### src/hw/rtl/text_encoding_detector_assert.svh
// ----------------------------------------------------------------------------
// text encoding detector assertion macros
// shared property forms for the detector checks
// ----------------------------------------------------------------------------
`ifndef TEXT_ENCODING_DETECTOR_ASSERT_SVH
`define TEXT_ENCODING_DETECTOR_ASSERT_SVH

// same-cycle implication, sampled on clk, quiet in reset
`define TED_ASSERT_NOW(label, ante, cons, msg) \
    label: assert property (@(posedge clk) disable iff (!rst_n) (ante) |-> (cons)) \
        else $error(msg);

// next-cycle implication, sampled on clk, quiet in reset
`define TED_ASSERT_NEXT(label, ante, cons, msg) \
    label: assert property (@(posedge clk) disable iff (!rst_n) (ante) |=> (cons)) \
        else $error(msg);

`endif

### src/hw/rtl/ted_pkg.sv
// ----------------------------------------------------------------------------
// ted_pkg
// codes, stage type and utf-8 step functions for the encoding detector
// ----------------------------------------------------------------------------
package ted_pkg;

    typedef logic [3:0] seq_t;
    typedef logic [1:0] phase_t;
    typedef logic [2:0] enc_class_t;

    typedef struct packed {
        logic       valid;
        logic       end_of_text;
        logic [7:0] text_byte;
    } ted_stage_t;

    localparam enc_class_t CLASS_ANSI     = 3'd0;
    localparam enc_class_t CLASS_UTF8     = 3'd1;
    localparam enc_class_t CLASS_UTF8_BOM = 3'd2;
    localparam enc_class_t CLASS_UTF16    = 3'd3;
    localparam enc_class_t CLASS_UTF32    = 3'd4;

    localparam phase_t PH_SCAN  = 2'd0;
    localparam phase_t PH_CHECK = 2'd1;
    localparam phase_t PH_ANSI  = 2'd2;
    localparam phase_t PH_UTF8  = 2'd3;

    localparam seq_t SEQ_IDLE    = 4'd0;
    localparam seq_t SEQ_ONE     = 4'd1;
    localparam seq_t SEQ_TWO     = 4'd2;
    localparam seq_t SEQ_AFT_E0  = 4'd3;
    localparam seq_t SEQ_AFT_ED  = 4'd4;
    localparam seq_t SEQ_AFT_F0  = 4'd5;
    localparam seq_t SEQ_AFT_F1  = 4'd6;
    localparam seq_t SEQ_AFT_F4  = 4'd7;
    localparam seq_t SEQ_BAD     = 4'd15;

    localparam logic [7:0] BYTE_ZERO = 8'h00;
    localparam logic [7:0] BYTE_EF   = 8'hEF;
    localparam logic [7:0] BYTE_BB   = 8'hBB;
    localparam logic [7:0] BYTE_BF   = 8'hBF;
    localparam logic [7:0] BYTE_FE   = 8'hFE;
    localparam logic [7:0] BYTE_FF   = 8'hFF;

    function automatic logic is_plain_ascii(input logic [7:0] b);
        return (b == 8'h09) || (b == 8'h0A) || (b == 8'h0D) || (b >= 8'h20 && b <= 8'h7E);
    endfunction

    function automatic seq_t lead_state(input logic [7:0] b);
        seq_t s;
        priority if (b >= 8'hC2 && b <= 8'hDF) s = SEQ_ONE;
        else if (b == 8'hE0) s = SEQ_AFT_E0;
        else if (b == 8'hED) s = SEQ_AFT_ED;
        else if (b >= 8'hE1 && b <= 8'hEF) s = SEQ_TWO;
        else if (b == 8'hF0) s = SEQ_AFT_F0;
        else if (b >= 8'hF1 && b <= 8'hF3) s = SEQ_AFT_F1;
        else if (b == 8'hF4) s = SEQ_AFT_F4;
        else s = SEQ_BAD;
        return s;
    endfunction

    function automatic seq_t cont_state(input seq_t s, input logic [7:0] b);
        logic [7:0] lo;
        logic [7:0] hi;
        seq_t       nxt;
        logic       known;
        lo    = 8'h80;
        hi    = 8'hBF;
        nxt   = SEQ_BAD;
        known = 1'b1;
        unique case (s)
            SEQ_ONE:    nxt = SEQ_IDLE;
            SEQ_TWO:    nxt = SEQ_ONE;
            SEQ_AFT_E0:
            begin
                lo  = 8'hA0;
                nxt = SEQ_ONE;
            end
            SEQ_AFT_ED:
            begin
                hi  = 8'h9F;
                nxt = SEQ_ONE;
            end
            SEQ_AFT_F0:
            begin
                lo  = 8'h90;
                nxt = SEQ_TWO;
            end
            SEQ_AFT_F1: nxt = SEQ_TWO;
            SEQ_AFT_F4:
            begin
                hi  = 8'h8F;
                nxt = SEQ_TWO;
            end
            default:    known = 1'b0;
        endcase
        return (known && b >= lo && b <= hi) ? nxt : SEQ_BAD;
    endfunction

endpackage

### src/hw/rtl/ted_byte_if.sv
// ----------------------------------------------------------------------------
// ted_byte_if
// text byte channel: one byte of text and its end-of-text flag per word
// ----------------------------------------------------------------------------
interface ted_byte_if;
    logic       valid;
    logic       ready;
    logic [7:0] text_byte;
    logic       end_of_text;

    modport source (output valid, output text_byte, output end_of_text, input ready);
    modport sink   (input valid, input text_byte, input end_of_text, output ready);
endinterface

### src/hw/rtl/ted_class_if.sv
// ----------------------------------------------------------------------------
// ted_class_if
// encoding class channel: one detected class per word
// ----------------------------------------------------------------------------
interface ted_class_if;
    logic       valid;
    logic       ready;
    logic [2:0] encoding_class;

    modport source (output valid, output encoding_class, input ready);
    modport sink   (input valid, input encoding_class, output ready);
endinterface

### src/hw/rtl/ted_in_stage.sv
// ----------------------------------------------------------------------------
// ted_in_stage
// input register for the text byte channel
// ----------------------------------------------------------------------------
module ted_in_stage
    import ted_pkg::*;
(
    input  logic       clk,
    input  logic       rst_n,
    ted_byte_if.sink   text_in,
    input  logic       advance,
    output ted_stage_t stage
);

    logic       valid_reg;
    logic       valid_next;
    logic       eot_reg;
    logic [7:0] byte_reg;
    logic       take;

    assign text_in.ready = !valid_reg || advance;
    assign take          = text_in.valid && text_in.ready;

    always_comb
    begin
        valid_next = valid_reg;
        if (take)
        begin
            valid_next = 1'b1;
        end
        else if (advance)
        begin
            valid_next = 1'b0;
        end
    end

    always_ff @(posedge clk or negedge rst_n)
    begin
        if (!rst_n)
        begin
            valid_reg <= 1'b0;
        end
        else
        begin
            valid_reg <= valid_next;
        end
    end

    always_ff @(posedge clk)
    begin
        if (take)
        begin
            eot_reg  <= text_in.end_of_text;
            byte_reg <= text_in.text_byte;
        end
    end

    assign stage = '{valid: valid_reg, end_of_text: eot_reg, text_byte: byte_reg};

endmodule

### src/hw/rtl/ted_core.sv
// ----------------------------------------------------------------------------
// ted_core
// header capture, plain and marked utf-8 scans, and the class decision
// ----------------------------------------------------------------------------
module ted_core
    import ted_pkg::*;
(
    input  logic       clk,
    input  logic       rst_n,
    input  ted_stage_t stage,
    input  logic       step,
    output enc_class_t enc_class
);

    logic [7:0] hdr_reg  [4];
    logic [7:0] hdr_next [4];
    logic [2:0] pos_reg;
    logic [2:0] pos_next;
    phase_t     phase_reg;
    phase_t     phase_next;
    seq_t       pseq_reg;
    seq_t       pseq_next;
    seq_t       mseq_reg;
    seq_t       mseq_next;
    logic       minv_reg;
    logic       minv_next;
    logic       zero_reg;
    logic       zero_next;
    logic [7:0] b;
    seq_t       plead;
    seq_t       pcont;
    seq_t       mstep;

    assign b     = stage.text_byte;
    assign plead = lead_state(b);
    assign pcont = cont_state(pseq_reg, b);
    assign mstep = (mseq_reg == SEQ_IDLE) ? lead_state(b) : cont_state(mseq_reg, b);

    // state after this byte, before any end-of-text clear
    always_comb
    begin
        for (int i = 0; i < 4; i++)
        begin
            hdr_next[i] = hdr_reg[i];
            if (!pos_reg[2] && pos_reg[1:0] == 2'(i))
            begin
                hdr_next[i] = b;
            end
        end
        pos_next   = pos_reg[2] ? pos_reg : pos_reg + 3'd1;
        phase_next = phase_reg;
        pseq_next  = pseq_reg;
        mseq_next  = mseq_reg;
        minv_next  = minv_reg;
        zero_next  = zero_reg;
        if (!zero_reg)
        begin
            zero_next = (b == BYTE_ZERO);
            // plain scan
            unique case (phase_reg)
                PH_SCAN:
                begin
                    if (b == BYTE_ZERO || (!is_plain_ascii(b) && plead == SEQ_BAD))
                    begin
                        phase_next = PH_ANSI;
                    end
                    else if (!is_plain_ascii(b))
                    begin
                        pseq_next  = plead;
                        phase_next = PH_CHECK;
                    end
                end
                PH_CHECK:
                begin
                    if (pcont == SEQ_BAD)
                    begin
                        phase_next = PH_ANSI;
                        pseq_next  = SEQ_IDLE;
                    end
                    else
                    begin
                        pseq_next = pcont;
                        if (pcont == SEQ_IDLE)
                        begin
                            phase_next = PH_UTF8;
                        end
                    end
                end
                default:
                begin
                end
            endcase
            // marked scan from the fourth byte on
            if ((pos_reg >= 3'd3) && !minv_reg &&
                !(mseq_reg == SEQ_IDLE && (b == BYTE_ZERO || is_plain_ascii(b))))
            begin
                if (mstep == SEQ_BAD)
                begin
                    minv_next = 1'b1;
                    mseq_next = SEQ_IDLE;
                end
                else
                begin
                    mseq_next = mstep;
                end
            end
        end
    end

    always_comb
    begin
        if ((hdr_next[0] == BYTE_ZERO && hdr_next[1] == BYTE_ZERO &&
             hdr_next[2] == BYTE_FE && hdr_next[3] == BYTE_FF) ||
            (hdr_next[0] == BYTE_FF && hdr_next[1] == BYTE_FE &&
             hdr_next[2] == BYTE_ZERO && hdr_next[3] == BYTE_ZERO))
        begin
            enc_class = CLASS_UTF32;
        end
        else if ((hdr_next[0] == BYTE_FE && hdr_next[1] == BYTE_FF) ||
                 (hdr_next[0] == BYTE_FF && hdr_next[1] == BYTE_FE))
        begin
            enc_class = CLASS_UTF16;
        end
        else if (hdr_next[0] == BYTE_EF && hdr_next[1] == BYTE_BB &&
                 hdr_next[2] == BYTE_BF && !minv_next && mseq_next == SEQ_IDLE)
        begin
            enc_class = CLASS_UTF8_BOM;
        end
        else
        begin
            enc_class = (phase_next == PH_UTF8) ? CLASS_UTF8 : CLASS_ANSI;
        end
    end

    always_ff @(posedge clk or negedge rst_n)
    begin
        if (!rst_n)
        begin
            for (int i = 0; i < 4; i++)
            begin
                hdr_reg[i] <= BYTE_ZERO;
            end
            pos_reg   <= 3'd0;
            phase_reg <= PH_SCAN;
            pseq_reg  <= SEQ_IDLE;
            mseq_reg  <= SEQ_IDLE;
            minv_reg  <= 1'b0;
            zero_reg  <= 1'b0;
        end
        else if (step)
        begin
            if (stage.end_of_text)
            begin
                // text done, back to reset values for the next one
                for (int i = 0; i < 4; i++)
                begin
                    hdr_reg[i] <= BYTE_ZERO;
                end
                pos_reg   <= 3'd0;
                phase_reg <= PH_SCAN;
                pseq_reg  <= SEQ_IDLE;
                mseq_reg  <= SEQ_IDLE;
                minv_reg  <= 1'b0;
                zero_reg  <= 1'b0;
            end
            else
            begin
                for (int i = 0; i < 4; i++)
                begin
                    hdr_reg[i] <= hdr_next[i];
                end
                pos_reg   <= pos_next;
                phase_reg <= phase_next;
                pseq_reg  <= pseq_next;
                mseq_reg  <= mseq_next;
                minv_reg  <= minv_next;
                zero_reg  <= zero_next;
            end
        end
    end

endmodule

### src/hw/rtl/text_encoding_detector.sv
// ----------------------------------------------------------------------------
// text_encoding_detector
// byte-order-mark check and strict utf-8 scan giving one class per text
//
//   channel    dir  word
//   text_in    in   text_byte[7:0], end_of_text
//   class_out  out  encoding_class[2:0], one word per end_of_text byte
//
// one byte per cycle while no final byte is blocked; input register, scan logic,
// result register, so a class leaves through both registers after its final byte is taken
// bytes keep flowing while a class waits; only a final byte waits for the
// result register to empty
// reset clears all scan state; each text also returns it to reset values
// ----------------------------------------------------------------------------
`include "text_encoding_detector_assert.svh"

module text_encoding_detector
    import ted_pkg::*;
(
    input  logic        clk,
    input  logic        rst_n,
    ted_byte_if.sink    text_in,
    ted_class_if.source class_out
);

    ted_stage_t stage;
    logic       advance;
    logic       step;
    enc_class_t enc_class;
    logic       res_valid_reg;
    logic       res_valid_next;
    enc_class_t res_class_reg;
    logic       emit;

    assign advance = !stage.end_of_text || !res_valid_reg || class_out.ready;
    assign step    = stage.valid && advance;
    assign emit    = step && stage.end_of_text;

    ted_in_stage u_in_stage (
        .clk     (clk),
        .rst_n   (rst_n),
        .text_in (text_in),
        .advance (advance),
        .stage   (stage)
    );

    ted_core u_core (
        .clk       (clk),
        .rst_n     (rst_n),
        .stage     (stage),
        .step      (step),
        .enc_class (enc_class)
    );

    always_comb
    begin
        res_valid_next = res_valid_reg;
        if (emit)
        begin
            res_valid_next = 1'b1;
        end
        else if (class_out.ready)
        begin
            res_valid_next = 1'b0;
        end
    end

    always_ff @(posedge clk or negedge rst_n)
    begin
        if (!rst_n)
        begin
            res_valid_reg <= 1'b0;
        end
        else
        begin
            res_valid_reg <= res_valid_next;
        end
    end

    always_ff @(posedge clk)
    begin
        if (emit)
        begin
            res_class_reg <= enc_class;
        end
    end

    assign class_out.valid          = res_valid_reg;
    assign class_out.encoding_class = res_class_reg;

    `TED_ASSERT_NOW(a_ready_low_only_on_blocked_final, !text_in.ready, stage.valid && stage.end_of_text && res_valid_reg && !class_out.ready, "input stalled without a blocked final byte")
    `TED_ASSERT_NEXT(a_final_byte_gives_class, emit, res_valid_reg, "final byte did not load a class")
    `TED_ASSERT_NEXT(a_blocked_final_held, stage.valid && stage.end_of_text && !advance, stage.valid && stage.end_of_text, "blocked final byte dropped")

endmodule

### src/flat_wrapper.sv
// flat-port wrapper written by rule: the top's interface ports become plain ports
module text_encoding_detector_flat import ted_pkg::*;
  (clk, rst_n, text_in_valid, text_in_text_byte, text_in_end_of_text, text_in_ready, class_out_valid, class_out_encoding_class, class_out_ready);
  ted_byte_if text_in_i ();
  ted_class_if class_out_i ();
  input  logic clk;
  input  logic rst_n;
  input wire logic [$bits(text_in_i.valid)-1:0] text_in_valid;
  input wire logic [$bits(text_in_i.text_byte)-1:0] text_in_text_byte;
  input wire logic [$bits(text_in_i.end_of_text)-1:0] text_in_end_of_text;
  output wire logic [$bits(text_in_i.ready)-1:0] text_in_ready;
  output wire logic [$bits(class_out_i.valid)-1:0] class_out_valid;
  output wire logic [$bits(class_out_i.encoding_class)-1:0] class_out_encoding_class;
  input wire logic [$bits(class_out_i.ready)-1:0] class_out_ready;
  assign text_in_i.valid = text_in_valid;
  assign text_in_i.text_byte = text_in_text_byte;
  assign text_in_i.end_of_text = text_in_end_of_text;
  assign text_in_ready = text_in_i.ready;
  assign class_out_valid = class_out_i.valid;
  assign class_out_encoding_class = class_out_i.encoding_class;
  assign class_out_i.ready = class_out_ready;
  text_encoding_detector u_core (.clk(clk), .rst_n(rst_n), .text_in(text_in_i), .class_out(class_out_i));
endmodule
### config.mk
export PLATFORM = sky130hd
export DESIGN_NAME = text_encoding_detector_flat
export DESIGN_NICKNAME = d
export VERILOG_FILES = /design/src/hw/rtl/ted_pkg.sv /design/src/hw/rtl/ted_byte_if.sv /design/src/hw/rtl/ted_class_if.sv /design/src/hw/rtl/ted_in_stage.sv /design/src/hw/rtl/ted_core.sv /design/src/hw/rtl/text_encoding_detector.sv /design/src/flat_wrapper.sv
export VERILOG_INCLUDE_DIRS = /design/src /design/src/hw/rtl
export SDC_FILE = /design/constraint.sdc
export NUM_CORES = 1
export LEC_CHECK = 0
export ABC_AREA = 1
export BUFFER_PORTS_ARGS = -buffer_cell sky130_fd_sc_hd__clkbuf_2
export CAP_MARGIN = 10
export CORE_AREA = 8 8 97 99
export CTS_CLUSTER_SIZE = 25
export DETAILED_ROUTE_END_ITERATION = 7
export DIE_AREA = 0 0 105 107
export PLACE_DENSITY = 0.65
export SYNTH_ARGS = -nofsm -noshare
export SYNTH_HDL_FRONTEND = slang
export SYNTH_SLANG_ARGS = --single-unit
### constraint.sdc
create_clock -name clk -period 4.7 [get_ports clk]
set_input_delay 0.47 -clock clk [delete_from_list [all_inputs] [get_ports clk]]
set_output_delay 0.47 -clock clk [all_outputs]
set_load 0.005 [all_outputs]
==> results of run 1 <==
[how the worst max path moves through the flow]
| stage | start | to | slack (ns) | depth (start not counted) |
|---|---|---|---|---|
| 6_report | u_core.class_out.valid | u_core.u_core.minv_reg | 1.85 | 8 |
| 5_1_grt | u_core.class_out.valid | u_core.u_core.minv_reg | 1.56 | 8 |
| 4_1_cts | u_core.class_out.valid | u_core.u_core.minv_reg | 1.82 | 8 |
| 3_5_place_dp | class_out_ready | u_core.u_core.minv_reg | 1.62 | 8 |
| 3_3_place_gp | class_out_ready | u_core.u_core.minv_reg | 1.80 | 8 |
| 2_1_floorplan | u_core.u_core.mseq_reg[0] | u_core.class_out.encoding_class[0] | 2.57 | 16 |
[area by class of cell]
class	instances	share of cell area, %
sequential	61	38.4
multi-input combinational	367	44.4
inverter	74	6.79
tap	105	3.18
clock inverter	7	1.82
timing repair buffer	19	2.42
clock buffer	9	3.00
[Yosys cell counts (all sizes together) (4+ instances only)]
master  instances
o21a            4
ha             12
a21oi          17
nor2           54
inv            73
edfxtp         12
nand4           9
dfrtp          49
buf             6
o21ai          47
clkbuf          7
nand3          29
nand2         153
nor3            7
nor4            6
o22ai          18
[per-stage QoR]
stage                     total power, mW  cell area, um^2  cells  util, %
after global placement               1.44             3930    626     49.6
after CTS                            1.92             4130    642     52.1
after floorplan                      1.29             3780    515        -
after detailed placement             1.45             3930    626     49.6
after global routing                 2.06             4130    642     52.1
final                                1.92             4130    642     52.1
[critical path, delay by kind of cell (launching register included)]
kind | cells | cell delay, ns
buf+inv | 3 | 1.09
simple gates | 4 | 1.07
flops | 1 | 0.35
compound gates | 1 | 0.23
[power groups by stage]
stage	combinational, mW	sequential, mW	clock [mW]
global route	0.846	0.713	0.504
detailed placement	0.738	0.710	0
global placement	0.728	0.707	0
CTS	0.743	0.699	0.479
finish	0.746	0.700	0.473
floorplan	0.601	0.691	0
[cells by family after synthesis]
group | after synthesis | synth area share, %
AO/OA/AOI/OAI | 96 | 14.9
adder cells (fa/ha/maj) | 12 | 3.97
buffers and inverters | 87 | 9.51
flip-flops | 61 | 42.0
AND/OR/NAND/NOR | 259 | 29.6
[routing by layer]
metal	vias to the layer above	wire length [um]
met2	114	4570
met4	0	274
li1	1735	-
met1	1625	4390
met3	24	490
met5	-	0
==> results.yml, run 1 <==
pwr:
  powerDensity_nw_per_um2: 465
  p_seq_share_pct: 36.5
  p_leak_nw: 2.02
  swShare_pct: 41.6
  combPwrFrac_pct: 38.9
  p_int_mw: 1.12
  clkPwrFrac_pct: 24.6
  power_switching_mw: 0.799
  ir_drop_uv: 281
final_layout:
  seqCellArea_um2: 1590
  fin_nets: 557
  mostFrequentLayoutCells: "nand2_1 (147), inv_1 (69), nor2_1 (50)"
  area_delta_synth_final_pct: 9.31
  multi_input_area_um2: 1830
  largest_reg_flops: 32
  layout_commonest_cell: "nand2_1"
  drive_above_1_share_pct: 10.6
  fill_cells: 792
  diodes: 0
route:
  drt_pass1_iterations: 5
  remaining_drc_errors: 0
  vias_per_cell: 5.45
  wirelength_mm: 9.73
  drtAntennaViolNets: 0
  drtIter0Drc: 271
  wl_per_cell_um: 15.1
  num_vias: 3498
clock_tree:
  cts_buffer_depth: 2
  cts_hold_buf: 0
  cts.sinks: 61
  cts-root-buf: "clkbuf_8"
  cts_buffers: 9
  post_cts_buffers: 0
  clkTransAtPathRegs_ns: 0.08
  cts_tree: "done"
  cts-resized-gates: 0
  cts.htree.levels: 3
  clk_latency_ns: 0.35
timing:
  tns_ns: 0
  skew_ns: 0.00810
  setup_ws_ns: 1.85
  drv_slew: 0
  rsz0062_at_grt: "false"
  finalHoldViolCount: 0
  min_period_over_period_pct: 60.6
  fin_crit_ns: 2.85
  timing.fmax_mhz: 351
  tightest_slew_ns: 0.793
  holdWs_ns: 0.221
  setup_viol: 0
  relSlewSlack_pct: 46.8
floorplan:
  die_x_um: 105
  die_h_um: 107
  die_area_um2: 11200
  start_util_pct: 47.6
  core_um2: 7930
  io_pins: 18
  num_rows: 33
setup_path:
  slowest_delay_ns: 0.86
  ff2ff_setup_slack_ns: 1.85
  arrival_ns: 3.10
  cp-end-kind: "flop"
  worst_path_max_delay_cell: "clkinv_1"
  r2r-start: "u_core.class_out.valid"
  crit_path_cell_trace: "inv_1 > nor2_1 > nand2_1 > nand2_1 > clkinv_1 > nand2_1 > inv_1 > a211oi_1"
  path_common_cell: "nand2_1"
  cp.required_ns: 4.96
  criticalPathCategory: "flop to flop"
  worst-r2r-cell-count: 8
  crit-reg2reg-capture: "u_core.u_core.minv_reg"
  crit_fanout: 26
  startpoint_type: "flop"
grt:
  grt_pass1_vias: 3151
  grtUsageMet2_pct: 29.0
  grt_usage_pct: 17.9
  met3_usage_pct: 3.18
  grt_pass1_wl_mm: 15.8
  groute.layer.met1.usage_pct: 22.9
  grt_overflow_total: 0
  gr-max-usage-layer: "met2"
  antenna_found_initial: 0
  grt_max_degree: 50
place:
  portBuffers: 17
  gp_congestion: 0.952
  post-place-ws_ns: 1.62
  dp_hpwl_mm: 7.14
synth:
  synth_fp_nets: 540
  synth_flop_cell: "dfrtp_1"
  ys_warn_count: 0
  yosys.area.top_type: "dfrtp_1"
  ys_seq_area_share_pct: 42.0
  synth_area_um2: 3780
  async_flop_share_pct: 80.3
  ys_ff_latch: 61
  synth-edff-count: 12
  synth_area_leaders: "dfrtp_1 (32%), nand2_1 (15%), edfxtp_1 (9.5%), inv_1 (6.9%), nor2_1 (5.0%)"
  yosysUniqueCellTypes: 40
  syn_avg_cell_area_um2: 7.33
  syn_inst: 515
  synth_top_area_share_pct: 32.5
status:
  status: "finished, final reports clean"
hold_path:
  min_path_type: "input pin to asynchronous set/reset pin"
job:
  max_cap_viol_count: 0
(Power assumes the default switching activity.)
==> run 2: changes to the inputs <==
--- a/config.mk
+++ b/config.mk
@@ -13,7 +13,7 @@
 export CTS_CLUSTER_SIZE = 25
 export DETAILED_ROUTE_END_ITERATION = 7
 export DIE_AREA = 0 0 105 107
-export PLACE_DENSITY = 0.65
+export PLACE_DENSITY = 0.68
 export SYNTH_ARGS = -nofsm -noshare
 export SYNTH_HDL_FRONTEND = slang
 export SYNTH_SLANG_ARGS = --single-unit
==> constraint.sdc (replaced) <==
create_clock -name clk -period 2.6 [get_ports clk]
set_input_delay 0.26 -clock clk [delete_from_list [all_inputs] [get_ports clk]]
set_output_delay 0.26 -clock clk [all_outputs]
set_load 0.005 [all_outputs]
==> run 2 against run 1 <==
Effect of this change: hold slack worse by 0.19 ns; worst setup slack worse by 1.6 ns; core utilization increased by 1.2 points; first-iteration DRC count fell by 24%; clock skew grew 0.0015 ns; via count rose by 1.5%; combinational power rose by 98%; clock power grew 65%; sequential share of layout area is 0.82 points lower; critical path depth is 2 higher; register-to-register slack worse by 1.6 ns; highest routed layer unchanged.
==> results.yml, run 2 (same netlist as run 1, synthesis figures left out) <==
route:
  num_vias: 3551
  drt_pass1_iterations: 5
  vias_per_cell: 5.41
  wl_per_cell_um: 15.5
  wirelength_mm: 10.2
  drtAntennaViolNets: 0
  drtIter0Drc: 206
  remaining_drc_errors: 0
final_layout:
  largest_reg_flops: 32
  fin_nets: 571
  seqCellArea_um2: 1590
  multi_input_area_um2: 1840
  layout_commonest_cell: "nand2_1"
  final_util_pct: 53.3
  instances_no_fill: 656
  mostFrequentLayoutCells: "nand2_1 (145), inv_1 (67), nor2_1 (49)"
  fill_cells: 782
  diodes: 0
  drive_above_1_share_pct: 14.2
  area_delta_synth_final_pct: 11.8
clock_tree:
  clkTransAtPathRegs_ns: 0.08
  cts_buffer_depth: 2
  post_cts_buffers: 0
  cts.sinks: 61
  clk_latency_ns: 0.35
  cts.htree.levels: 3
  cts_tree: "done"
  cts-root-buf: "clkbuf_8"
  cts_buffers: 9
floorplan:
  start_util_pct: 47.6
  die_h_um: 107
  die_x_um: 105
  num_rows: 33
  core_um2: 7930
  die_area_um2: 11200
  io_pins: 18
setup_path:
  arrival_ns: 2.47
  criticalPathCategory: "flop to flop"
  slowest_delay_ns: 0.47
  ff2ff_setup_slack_ns: 0.23
  crit_family: "simple AND/OR/NAND/NOR gates"
  crit_path_cell_trace: "inv_1 > ha_1 > nand2_4 > nand2_1 > o21ai_0 > buf_4 > nor4_1 > nand4_1 > nand2_1 > a21oi_1"
  path_common_cell: "nand2_1"
  crit_fanout: 16
  cp-end-kind: "flop"
  crit_buf_inv: 2
  cp.required_ns: 2.70
  worst_path_max_delay_cell: "nor4_1"
  startpoint_type: "flop"
timing:
  timing.fmax_mhz: 421
  holdWs_ns: 0.0298
  skew_ns: 0.00961
  fin_crit_ns: 2.37
  setup_viol: 0
  drv_slew: 0
  finalHoldViolCount: 0
  min_period_over_period_pct: 91.3
  relSlewSlack_pct: 53.6
  rsz0062_at_grt: "false"
  tightest_slew_ns: 0.695
  tns_ns: 0
place:
  portBuffers: 17
  dp_hpwl_mm: 7.44
  gp_congestion: 0.956
  dp.cells: 640
job:
  max_cap_viol_count: 0
pwr:
  p_leak_nw: 2.07
  powerDensity_nw_per_um2: 833
  ir_drop_uv: 487
grt:
  antenna_found_initial: 0
  grt_usage_pct: 18.7
  grt_max_degree: 50
  grt_overflow_total: 0
  grt_pass1_wl_mm: 16.8
  grt_pass1_vias: 3461
status:
  status: "finished, final reports clean"
hold_path:
  min_path_type: "input pin to asynchronous set/reset pin"
## run 2: cell types whose count changed in the layout (fill, tap and decap cells not counted), moves of 2 or more
cell,previous run,this run
o21ai_1,11,13
clkinvlp_4,0,2
inv_2,3,5
nand2_2,3,5
nand2_1,147,145
o21ai_0,33,31
buf_4,2,16
inv_1,69,67
## run 2: timing repair
item / in CTS / in global routing
resized for setup: 0 / 9
setup endpoints to repair: 0 / 2
hold buffers: 0 / 0
## run 2: report_power, final
part	internal (mW)	leakage, nW	switching (mW)
sequential	1.15	0.775	0.109
combinational	0.506	1.21	0.971
clock	0.349	0.0856	0.430
total	2.01	2.07	1.51
## run 2: final timing paths
path | from | end | cells past startpoint
hold reg to reg | u_core.u_core.hdr_reg[10] | u_core.u_core.hdr_reg[10] | 2
setup reg to reg | u_core.u_core.pos_reg[0] | u_core.class_out.encoding_class[0] | 10
setup / recovery | u_core.u_core.pos_reg[0] | u_core.class_out.encoding_class[0] | 10
hold / removal | rst_n | u_core.u_core.hdr_reg[22] | 2
min in group clk | text_in_text_byte[4] | u_core.u_in_stage.byte_reg[4] | 1
max in group asynchronous | rst_n | u_core.u_core.mseq_reg[1] | 2
## run 2: layout make-up
| class | count | area share (%) |
|---|---|---|
| Clock inverter | 7 | 1.21 |
| Sequential cell | 61 | 37.6 |
| Multi-Input combinational cell | 367 | 43.6 |
| Tap cell | 105 | 3.11 |
| Clock buffer | 9 | 2.93 |
| Inverter | 74 | 6.64 |
| Timing Repair Buffer | 33 | 4.86 |
## run 2: per-stage QoR
stage	total power, mW	setup slack [ns]	cell area [um^2]
final	3.52	0.227	4220
after global routing	3.77	0.00175	4220
after CTS	3.50	0.131	4210
after detailed placement	2.72	0.126	4040
after global placement	2.70	0.0972	4040
after floorplan	2.34	0.473	3780
## run 2: per-layer routing
layer / vias up / global-route usage [%] / routed length (um)
li1: 1754 / - / -
met1: 1656 / 23.3 / 4570
met2: 117 / 31.2 / 4810
met3: 24 / 4.20 / 566
met4: 0 / 7.14 / 255
met5: - / 0 / 0
